<file path="config.mk">
export PLATFORM = sky130hd
export DESIGN_NAME = link_health_monitor
export DESIGN_NICKNAME = d
export VERILOG_FILES = /design/src/rtl/lhm_pkg.sv /design/src/rtl/link_health_monitor.sv
export SDC_FILE = /design/constraint.sdc
export NUM_CORES = 1
export LEC_CHECK = 0
export BUFFER_PORTS_ARGS = -buffer_cell sky130_fd_sc_hd__buf_2
export CORE_MARGIN = 2
export CORE_UTILIZATION = 35
export DETAILED_ROUTE_END_ITERATION = 8
export HOLD_SLACK_MARGIN = 0.12
export PLACE_DENSITY_LB_ADDON = 0.15
export SLEW_MARGIN = 20
export SYNTH_ARGS = -nofsm -noshare
export SYNTH_HDL_FRONTEND = slang
export SYNTH_SLANG_ARGS = --single-unit
</file>
<file path="constraint.sdc">
create_clock -name clk -period 24.4 [get_ports clk]
set_input_delay 1.22 -clock clk [delete_from_list [all_inputs] [get_ports clk]]
set_output_delay 1.22 -clock clk [all_outputs]
set_load 0.01 [all_outputs]
</file>
<file path="src/rtl/lhm_pkg.sv">
// Shared constants for the link health monitor: level width, lifecycle,
// health, status, action and register index codes, and packed field widths.
// No dependencies; every other file of the block refers to it by scoped name.
package lhm_pkg;

	// Width of the degraded counter's saturation limit (8 to 32).
	localparam int LEVEL_WIDTH = 16;

	// Field widths taken from the interface definition.
	localparam int CNT_W   = 16;
	localparam int HARD_W  = 8;
	localparam int TICK_W  = 32;
	localparam int CODE_W  = 3;
	localparam int STAT_W  = 2;
	localparam int RRES_W  = 2;
	localparam int CFG_IDX_W = 3;
	localparam int CFG_DATA_W = 32;

	localparam int IN_DATA_W  = 88;
	localparam int OUT_DATA_W = 40;

	// Largest level the counter may hold regardless of degraded_max.
	localparam logic [CNT_W-1:0] LEVEL_CAP_LIMIT = (LEVEL_WIDTH >= CNT_W) ?
		{CNT_W{1'b1}} : CNT_W'((64'd1 << LEVEL_WIDTH) - 64'd1);

	localparam logic [HARD_W-1:0] HARD_MAX = {HARD_W{1'b1}};

	// Lifecycle states.
	localparam logic [CODE_W-1:0] LIFE_READY      = 3'd0;
	localparam logic [CODE_W-1:0] LIFE_RUNNING    = 3'd1;
	localparam logic [CODE_W-1:0] LIFE_DEGRADED   = 3'd2;
	localparam logic [CODE_W-1:0] LIFE_OFFLINE    = 3'd3;
	localparam logic [CODE_W-1:0] LIFE_RECOVERING = 3'd4;

	// Health codes, in rising severity.
	localparam logic [CODE_W-1:0] HLTH_OK       = 3'd0;
	localparam logic [CODE_W-1:0] HLTH_CRC      = 3'd1;
	localparam logic [CODE_W-1:0] HLTH_FRAMING  = 3'd2;
	localparam logic [CODE_W-1:0] HLTH_OVERRUN  = 3'd3;
	localparam logic [CODE_W-1:0] HLTH_TIMEOUT  = 3'd4;
	localparam logic [CODE_W-1:0] HLTH_HW_FAULT = 3'd5;
	localparam logic [CODE_W-1:0] HLTH_FATAL    = 3'd6;

	// Status answers.
	localparam logic [STAT_W-1:0] ST_OK     = 2'd0;
	localparam logic [STAT_W-1:0] ST_WAIT   = 2'd1;
	localparam logic [STAT_W-1:0] ST_NOT_OK = 2'd2;

	// Item kinds and recovery outcomes.
	localparam logic ACT_CHECK    = 1'b0;
	localparam logic ACT_RECOVERY = 1'b1;

	localparam logic [RRES_W-1:0] RR_SUCCESS   = 2'd0;
	localparam logic [RRES_W-1:0] RR_INIT_FAIL = 2'd1;

	// Configuration register indexes.
	localparam logic [CFG_IDX_W-1:0] REG_DEGRADED_MAX     = 3'd0;
	localparam logic [CFG_IDX_W-1:0] REG_DEGRADED_DECAY   = 3'd1;
	localparam logic [CFG_IDX_W-1:0] REG_DEGRADED_HIGH    = 3'd2;
	localparam logic [CFG_IDX_W-1:0] REG_DEGRADED_LOW     = 3'd3;
	localparam logic [CFG_IDX_W-1:0] REG_HARD_ERROR_LIMIT = 3'd4;
	localparam logic [CFG_IDX_W-1:0] REG_RX_TIMEOUT_TICKS = 3'd5;
	localparam logic [CFG_IDX_W-1:0] REG_FATAL_HEALTH_MIN = 3'd6;
	localparam logic [CFG_IDX_W-1:0] REG_WARN_HEALTH_MIN  = 3'd7;

endpackage

</file>
<file path="src/rtl/link_health_monitor.sv">
// Link health monitor top level: input register, single-pass check and
// recovery logic, state registers and output register.
// Depends on lhm_pkg for codes and widths.
//
// Each transfer on the slave stream is one item. s_tuser selects its kind:
// a check tick or the outcome of a recovery attempt. Every item yields
// exactly one result transfer on the master stream, carrying status,
// health code, lifecycle state, degraded level, hard error count and a
// re-arm request flag.
// The item is held in the input register and is decided into the output
// register once that is empty or its result is taken. Throughput is one
// item per cycle while the receiver does not stall; the state update is a
// single pass of compare-and-add logic, so each item sees the state its
// predecessor left without any wait.
// When the receiver stalls, the finished result holds in the output
// register and one more item may sit in the input register; s_tready drops
// only once both are full, and rises again in the cycle the result is taken.
// Reset clears the lifecycle to ready, the health to ok, both counters to
// zero and the configuration registers to their defaults, and empties both
// stages. Configuration writes must only be issued while no item is in flight.
module link_health_monitor (
	input  logic                            clk,
	input  logic                            arst_n,

	input  logic                            cfg_wr_en,
	input  logic [lhm_pkg::CFG_IDX_W-1:0]   cfg_index,
	input  logic [lhm_pkg::CFG_DATA_W-1:0]  cfg_wdata,

	input  logic                            s_tvalid,
	output logic                            s_tready,
	// recovery_result[1:0], err_dma[2], err_overrun[3], err_line[4],
	// pkt_crc_err[5], pkt_frame_err[6], rearm_failed[7], now_tick[39:8],
	// last_rx_time[71:40], error_weight[87:72]
	input  logic [lhm_pkg::IN_DATA_W-1:0]   s_tdata,
	// action[0]
	input  logic                            s_tuser,

	output logic                            m_tvalid,
	input  logic                            m_tready,
	// status[1:0], health_code[4:2], life_state[7:5],
	// degraded_level[23:8], hard_errors[31:24], rearm_request[32],
	// zero fill[39:33]
	output logic [lhm_pkg::OUT_DATA_W-1:0]  m_tdata
);

	typedef struct packed {
		logic                           action;
		logic [lhm_pkg::RRES_W-1:0]     rres;
		logic                           e_dma;
		logic                           e_ore;
		logic                           e_line;
		logic                           p_crc;
		logic                           p_frm;
		logic                           rearm_fail;
		logic [lhm_pkg::TICK_W-1:0]     now;
		logic [lhm_pkg::TICK_W-1:0]     last;
		logic [lhm_pkg::CNT_W-1:0]      weight;
	} item_t;

	typedef struct packed {
		logic [lhm_pkg::STAT_W-1:0]     status;
		logic [lhm_pkg::CODE_W-1:0]     health;
		logic [lhm_pkg::CODE_W-1:0]     life;
		logic [lhm_pkg::CNT_W-1:0]      level;
		logic [lhm_pkg::HARD_W-1:0]     hard;
		logic                           rearm;
	} result_t;

	// Configuration registers.
	logic [lhm_pkg::CNT_W-1:0]  deg_max_q, deg_decay_q, deg_high_q, deg_low_q;
	logic [lhm_pkg::HARD_W-1:0] hard_limit_q;
	logic [lhm_pkg::TICK_W-1:0] rx_timeout_q;
	logic [lhm_pkg::CODE_W-1:0] fatal_min_q, warn_min_q;

	// Block state.
	logic [lhm_pkg::CODE_W-1:0] life_q;
	logic [lhm_pkg::CODE_W-1:0] health_q;
	logic [lhm_pkg::CNT_W-1:0]  level_q;
	logic [lhm_pkg::HARD_W-1:0] hard_q;

	// Pipeline.
	logic    valid_s1;
	item_t   item_s1;
	logic    out_valid_q;
	result_t out_q;

	logic    advance;
	item_t   item_in;
	result_t res;

	assign advance  = valid_s1 && (!out_valid_q || m_tready);
	assign s_tready = !valid_s1 || advance;

	assign item_in.action     = s_tuser;
	assign item_in.rres       = s_tdata[1:0];
	assign item_in.e_dma      = s_tdata[2];
	assign item_in.e_ore      = s_tdata[3];
	assign item_in.e_line     = s_tdata[4];
	assign item_in.p_crc      = s_tdata[5];
	assign item_in.p_frm      = s_tdata[6];
	assign item_in.rearm_fail = s_tdata[7];
	assign item_in.now        = s_tdata[39:8];
	assign item_in.last       = s_tdata[71:40];
	assign item_in.weight     = s_tdata[87:72];

	// Configuration writes.
	always_ff @(posedge clk or negedge arst_n) begin
		if (!arst_n) begin
			deg_max_q    <= 16'd100;
			deg_decay_q  <= 16'd1;
			deg_high_q   <= 16'd40;
			deg_low_q    <= 16'd10;
			hard_limit_q <= 8'd3;
			rx_timeout_q <= 32'd100;
			fatal_min_q  <= lhm_pkg::HLTH_HW_FAULT;
			warn_min_q   <= lhm_pkg::HLTH_CRC;
		end else if (cfg_wr_en) begin
			unique case (cfg_index)
				lhm_pkg::REG_DEGRADED_MAX:     deg_max_q    <= cfg_wdata[15:0];
				lhm_pkg::REG_DEGRADED_DECAY:   deg_decay_q  <= cfg_wdata[15:0];
				lhm_pkg::REG_DEGRADED_HIGH:    deg_high_q   <= cfg_wdata[15:0];
				lhm_pkg::REG_DEGRADED_LOW:     deg_low_q    <= cfg_wdata[15:0];
				lhm_pkg::REG_HARD_ERROR_LIMIT: hard_limit_q <= cfg_wdata[7:0];
				lhm_pkg::REG_RX_TIMEOUT_TICKS: rx_timeout_q <= cfg_wdata;
				lhm_pkg::REG_FATAL_HEALTH_MIN: fatal_min_q  <= cfg_wdata[2:0];
				lhm_pkg::REG_WARN_HEALTH_MIN:  warn_min_q   <= cfg_wdata[2:0];
			endcase
		end
	end

	// Decision logic: one pass from the current state and the registered
	// item to the next state, which is also the reported result.
	logic [lhm_pkg::CNT_W-1:0]  cap;
	logic [lhm_pkg::HARD_W-1:0] escalated;
	logic [lhm_pkg::CNT_W:0]    level_sum;
	logic [lhm_pkg::TICK_W-1:0] idle_ticks;

	assign cap        = (deg_max_q < lhm_pkg::LEVEL_CAP_LIMIT) ?
		deg_max_q : lhm_pkg::LEVEL_CAP_LIMIT;
	assign escalated  = (hard_limit_q == lhm_pkg::HARD_MAX) ?
		lhm_pkg::HARD_MAX : hard_limit_q + 8'd1;
	assign level_sum  = {1'b0, level_q} + {1'b0, item_s1.weight};
	assign idle_ticks = item_s1.now - item_s1.last;

	always_comb begin
		logic [lhm_pkg::CODE_W-1:0] h;
		logic [lhm_pkg::CODE_W-1:0] life;
		logic [lhm_pkg::CNT_W-1:0]  lvl;
		logic [lhm_pkg::HARD_W-1:0] hard;
		logic                       rearm;
		logic [lhm_pkg::STAT_W-1:0] st;

		h     = lhm_pkg::HLTH_OK;
		life  = life_q;
		lvl   = level_q;
		hard  = hard_q;
		rearm = 1'b0;
		st    = lhm_pkg::ST_OK;

		if (item_s1.action == lhm_pkg::ACT_RECOVERY) begin
			if (item_s1.rres == lhm_pkg::RR_SUCCESS) begin
				life = lhm_pkg::LIFE_READY;
				h    = lhm_pkg::HLTH_OK;
				lvl  = '0;
				hard = '0;
				st   = lhm_pkg::ST_OK;
			end else begin
				// A failed receive restart also drops the counters; a failed
				// port init keeps them.
				if (item_s1.rres != lhm_pkg::RR_INIT_FAIL) begin
					lvl  = '0;
					hard = '0;
				end
				life = lhm_pkg::LIFE_OFFLINE;
				h    = lhm_pkg::HLTH_FATAL;
				st   = lhm_pkg::ST_NOT_OK;
			end
		end else if (life_q == lhm_pkg::LIFE_RECOVERING) begin
			h  = health_q;
			st = lhm_pkg::ST_WAIT;
		end else if (life_q == lhm_pkg::LIFE_OFFLINE) begin
			h  = health_q;
			st = lhm_pkg::ST_NOT_OK;
		end else begin
			// Low-level errors outrank packet errors, which outrank timeout.
			if (item_s1.e_dma) begin
				h    = lhm_pkg::HLTH_HW_FAULT;
				hard = escalated;
			end else if (item_s1.e_ore || item_s1.e_line) begin
				h     = item_s1.e_ore ? lhm_pkg::HLTH_OVERRUN : lhm_pkg::HLTH_FRAMING;
				rearm = 1'b1;
				if (item_s1.rearm_fail) begin
					h    = lhm_pkg::HLTH_HW_FAULT;
					hard = escalated;
				end else if (hard_q != lhm_pkg::HARD_MAX) begin
					hard = hard_q + 8'd1;
				end
			end else if (item_s1.p_crc) begin
				h = lhm_pkg::HLTH_CRC;
			end else if (item_s1.p_frm) begin
				h = lhm_pkg::HLTH_FRAMING;
			end else if (life_q != lhm_pkg::LIFE_READY) begin
				if (idle_ticks > rx_timeout_q)
					h = lhm_pkg::HLTH_TIMEOUT;
				else
					hard = '0;
			end

			// Leaky bucket: fill by weight up to the cap, else drain.
			if (h != lhm_pkg::HLTH_OK)
				lvl = (level_sum > {1'b0, cap}) ? cap : level_sum[lhm_pkg::CNT_W-1:0];
			else
				lvl = (level_q > deg_decay_q) ? level_q - deg_decay_q : '0;

			if (life == lhm_pkg::LIFE_READY &&
				(h != lhm_pkg::HLTH_OK || item_s1.last != '0))
				life = lhm_pkg::LIFE_RUNNING;
			if (life == lhm_pkg::LIFE_DEGRADED && lvl == cap)
				life = lhm_pkg::LIFE_OFFLINE;
			if (life == lhm_pkg::LIFE_RUNNING && lvl >= deg_high_q)
				life = lhm_pkg::LIFE_DEGRADED;
			else if (life == lhm_pkg::LIFE_DEGRADED && lvl <= deg_low_q)
				life = lhm_pkg::LIFE_RUNNING;

			if (h >= fatal_min_q || hard > hard_limit_q) begin
				life = lhm_pkg::LIFE_OFFLINE;
				if (h < lhm_pkg::HLTH_FATAL)
					h = lhm_pkg::HLTH_FATAL;
			end

			if (life == lhm_pkg::LIFE_OFFLINE)
				st = lhm_pkg::ST_NOT_OK;
			else if (h >= warn_min_q)
				st = lhm_pkg::ST_WAIT;
			else
				st = lhm_pkg::ST_OK;
		end

		res.status = st;
		res.health = h;
		res.life   = life;
		res.level  = lvl;
		res.hard   = hard;
		res.rearm  = rearm;
	end

	// Control and state registers.
	always_ff @(posedge clk or negedge arst_n) begin
		if (!arst_n) begin
			valid_s1    <= 1'b0;
			out_valid_q <= 1'b0;
			life_q      <= lhm_pkg::LIFE_READY;
			health_q    <= lhm_pkg::HLTH_OK;
			level_q     <= '0;
			hard_q      <= '0;
		end else begin
			if (s_tready)
				valid_s1 <= s_tvalid;
			if (advance)
				out_valid_q <= 1'b1;
			else if (m_tready)
				out_valid_q <= 1'b0;
			if (advance) begin
				life_q   <= res.life;
				health_q <= res.health;
				level_q  <= res.level;
				hard_q   <= res.hard;
			end
		end
	end

	// Payload registers.
	always_ff @(posedge clk) begin
		if (s_tready && s_tvalid)
			item_s1 <= item_in;
		if (advance)
			out_q <= res;
	end

	assign m_tvalid = out_valid_q;
	assign m_tdata  = {7'd0, out_q.rearm, out_q.hard, out_q.level,
		out_q.life, out_q.health, out_q.status};

	// The recovering state is never entered by this logic.
	a_never_recovering: assert property (@(posedge clk) disable iff (!arst_n)
		life_q != lhm_pkg::LIFE_RECOVERING)
		else $error("lifecycle entered recovering");

	// A re-arm request only accompanies a check that found an error.
	a_rearm_has_error: assert property (@(posedge clk) disable iff (!arst_n)
		out_valid_q && out_q.rearm |-> out_q.health != lhm_pkg::HLTH_OK)
		else $error("re-arm request without an error");

	// Input backpressure only when both stages are full and the result waits.
	a_stall_cause: assert property (@(posedge clk) disable iff (!arst_n)
		!s_tready |-> valid_s1 && out_valid_q && !m_tready)
		else $error("input stalled without a waiting result");

	// An item that moves forward always lands in the output register.
	a_advance_lands: assert property (@(posedge clk) disable iff (!arst_n)
		advance |=> out_valid_q)
		else $error("advanced item did not reach the output");

endmodule
</file>
==> results.txt <==
----------------------------------------------------
[Status]
  Outcome ... complete, no violations

[Critical path]
  Critical path startpoint ... item_s1[48]$_DFFE_PP_
  Startpoint of the worst register-to-register path ... item_s1[48]$_DFFE_PP_
  Type of destination of the critical path ... register
  Critical path's slowest cell ... o311ai_0
  Delay of the slowest cell on the worst path ... 0.64 ns
  Cell with the most instances on the worst path ... o21a_1
  Crit-path max FO ... 16
  Startpoint-to-endpoint class of the critical path ... register to register
  Critical path launch point type ... register
  Arrival time of the worst setup path ... 9.68 ns
  Required @ worst endpoint ... 24.85 ns

[Power and ir drop]
  Leakage power summed over all cells ... 8.61 nW
  Worst-case vdd ir drop ... 0.0739 mV
  Total power divided by cell area ... 127 nW/um^2

[Detailed routing]
  Post-route ant nets ... 0
  DR vias ... 13,300
  Average wire per cell in the routed design ... 19.5 microns
  Detailed-router iteration count before antenna repair ... 5
  DR iter-0 viols ... 975
  Avg Vias per Cell ... 5.26
  Total wire length after detailed routing ... 49.2 mm
  DRC violation count after routing ... 0

[Clock network]
  CTS buffer count ... 31
  Buffer type at the clock tree root ... clkbuf_16
  Post-CTS clock slew at the launch and capture registers of the worst setup and hold paths ... 0.06 ns
  Number of post-CTS setup repair buffers ... 0
  Clock Path Buffers ... 3
  CTS hold repair buffers ... 0
  Latest clock arrival within the worst-skew pair ... 0.60 ns
  CTS HTree Levels ... 1
  Resized Gates After CTS ... 0
  TritonCTS clock tree ... built
  TritonCTS sink count ... 264

[GRT]
  GR Util met2 ... 0.323
  Number of antenna violations at the first check in global routing ... 1
  Met1 capacity usage during global routing ... 0.279
  Total track usage ... 0.198
  Most utilized layer in the global route result ... met2
  Met3 Track Usage GR ... 0.0229
  Number of global-route vias before repair ... 13,100
  Largest net degree at the start of global routing ... 82
  Remaining global-route overflow ... 0
  Global-route wire length before repair ... 76.7 mm

[Timing]
  Max-slew violation count ... 0
  Worst-Margin Slew ... 1.07 ns
  Worst path setup slack after routing ... 15.16 ns
  Final hold violation count ... 0
  Total setup violations reported at the end of the flow ... 0
  Fmax achieved ... 0.108 GHz
  Setup Total Neg Slack ... 0 ns
  RSZ-0062 raised after global routing ... no
  Final clock skew ... 0.0108 ns
  Time the worst path needs with I/O delays and setup ... 9.24 ns
  Worst slew slack as a fraction of its limit ... 0.281
  Post-route fraction of the period consumed by the critical path ... 0.379

[Layout]
  Area used by sequential logic in the layout ... 7240 sq um
  Synthesis-to-finish area growth ... 15.3%
  Area taken by multi-input logic gates ... 8660 sq um
  Cell area after layout ... 19,300 sq um
  Count of fill cells added during filler insertion ... 4,808
  Layout cell share with drive strength beyond 1 ... 0.182
  Number of nets at the end of the flow ... 2,170
  Count of inserted antenna diode cells ... 0

[Logic synthesis]
  Post-synthesis sequential area ratio ... 0.433
  Ys Warns ... 0
  Yosys cell types ... 90
  Primary flip-flop cell chosen by synthesis mapping ... dfrtp_1
  Number of enable-type register cells in the synthesized netlist ... 122
  Synthesized flop and latch total ... 264
  Mean instance size in the synthesized netlist ... 9.78 sq um
  Count of mapped cells out of synthesis ... 1,708
  Area of the mapped netlist ... 16,700 sq um
  Fraction of registers with async set/reset ... 0.538

[Die]
  Effective utilization at floorplan ... 0.352
  Row count ... 80
  Area of the die ... 49,500 sq um
  I/O pin count ... 171
  Core ar. ... 47,400 sq um
  DIE WIDTH ... 222 microns
  DIE HEIGHT ... 222 microns

[Place]
  Half-perimeter wire length after placement ... 38.1 mm
  Routability-driven placement congestion ratio ... 0.924
  DP Area ... 18,200 sq um
  Minimum setup slack after placement ... 14.87 ns
  Port Buf Inserts ... 163

[Min path]
  Startpoint of the worst hold path ... health_q[2]$_DFFE_PN0P_
  Worst hold path type ... register to register

[Run]
  Reported max-cap violation count ... 0

----------------------------------------------------
==> area by class of cell <==
type | count | share of cell area
Sequential cell | 264 | 0.376
Clock buffer | 38 | 0.0422
Tap cell | 615 | 0.0400
Multi-Input combinational cell | 1236 | 0.450
Timing Repair Buffer | 181 | 0.0496
Clock inverter | 20 | 0.0103
Inverter | 165 | 0.0322
==> final timing paths <==
kind | end | slack (ns) | cells after the start
worst max register to register | m_tdata[5]$_DFFE_PP_ | 15.16 | 39
max in group asynchronous | deg_decay_q[15]$_DFFE_PN0P_ | 22.34 | 2
worst max-delay path | m_tdata[5]$_DFFE_PP_ | 15.16 | 39
worst min-delay path | health_q[2]$_DFFE_PN0P_ | 0.48 | 2
min in group asynchronous | rx_timeout_q[3]$_DFFE_PN0P_ | 0.68 | 1
worst min register to register | health_q[2]$_DFFE_PN0P_ | 0.48 | 2
==> critical path: cells and delay by family, from the launching register on <==
family	cells	cell delay (ns)
AOI/OAI and AO/OA	22	5.16
muxes	1	0.49
and+or+nand+nor	9	1.64
DFF	1	0.35
buffers and inverters	2	0.11
xor gates and xnor gates	1	0.15
adders and majority gates	4	1.17
==> state kept, by name, summed over array words and instances (netlist names) <==
name          count
level_q          16
m_tvalid          1
rx_timeout_q     32
deg_decay_q      16
fatal_min_q       3
hard_limit_q      8
health_q          3
deg_low_q        16
warn_min_q        3
item_s1          89
valid_s1          1
hard_q            8
m_tdata          33
deg_max_q        16
deg_high_q       16
life_q            3
==> Yosys cell counts (21+ instances only) <==
cell	number	area, sq um
a21o_1	29	218
a21oi_1	99	495
a31oi_1	21	131
clkbuf_1	35	131
dfrtp_1	126	3150
edfxtp_1	122	3660
ha_1	159	1990
inv_1	164	616
mux2_2	63	709
mux2i_1	23	230
nand2_1	215	807
nand3_1	31	155
nand4_1	22	138
nor2_1	97	364
nor3_1	25	125
o21ai_0	114	571
xnor2_1	38	333
==> per-stage QoR <==
| step | utilization | hold slack [ns] | total power [mW] | std cells |
|---|---|---|---|---|
| 6_report | 0.406 | 0.478 | 2.44 | 2519 |
| 5_1_grt | 0.406 | 0.502 | 2.63 | 2519 |
| 4_1_cts | 0.406 | 0.480 | 2.45 | 2518 |
| 3_5_place_dp | 0.384 | 0.465 | 1.96 | 2460 |
| 3_3_place_gp | 0.384 | 0.459 | 1.96 | 2460 |
| 2_1_floorplan | - | 0.446 | 1.54 | 1714 |
==> layer usage <==
metal	vias up	routed length, microns
met1	6356	23200
met3	76	2150
met2	349	22600
met5	-	0
li1	6475	-
met4	0	1330
==> cells by family after synthesis <==
logic type      after synthesis  share of synthesized area
mux                          86                     0.0563
fa+ha+maj                   162                      0.123
xor+xnor                     58                     0.0309
flops                       264                      0.433
other cells                   1                   0.000225
simple gates                491                      0.138
buf+inv                     214                     0.0503
compound gates              432                      0.169
==> power breakdown <==
group / switching, mW / leakage (nW) / internal, mW / total, mW
clock network: 0.196 / 0.498 / 0.269 / 0.466
logic: 0.827 / 5.22 / 0.513 / 1.34
registers: 0.0704 / 2.90 / 0.562 / 0.633
total: 1.09 / 8.61 / 1.35 / 2.44
==> cell usage in the layout, fill, tap and decap left out, types with 21 or more instances in the layout <==
cell type,Yosys,final
a21oi_1,99,99
nand2_1,215,215
nand4_1,22,22
edfxtp_1,122,122
a21o_1,29,29
nand3_1,31,31
buf_2,3,162
a31oi_1,21,21
inv_1,164,163
ha_1,159,159
nor3_1,25,24
dfrtp_1,126,126
clkbuf_16,0,31
mux2_2,63,63
o21ai_0,114,114
nor2_1,97,97
xnor2_1,38,38
mux2i_1,23,23
(Power assumes the default switching activity.)
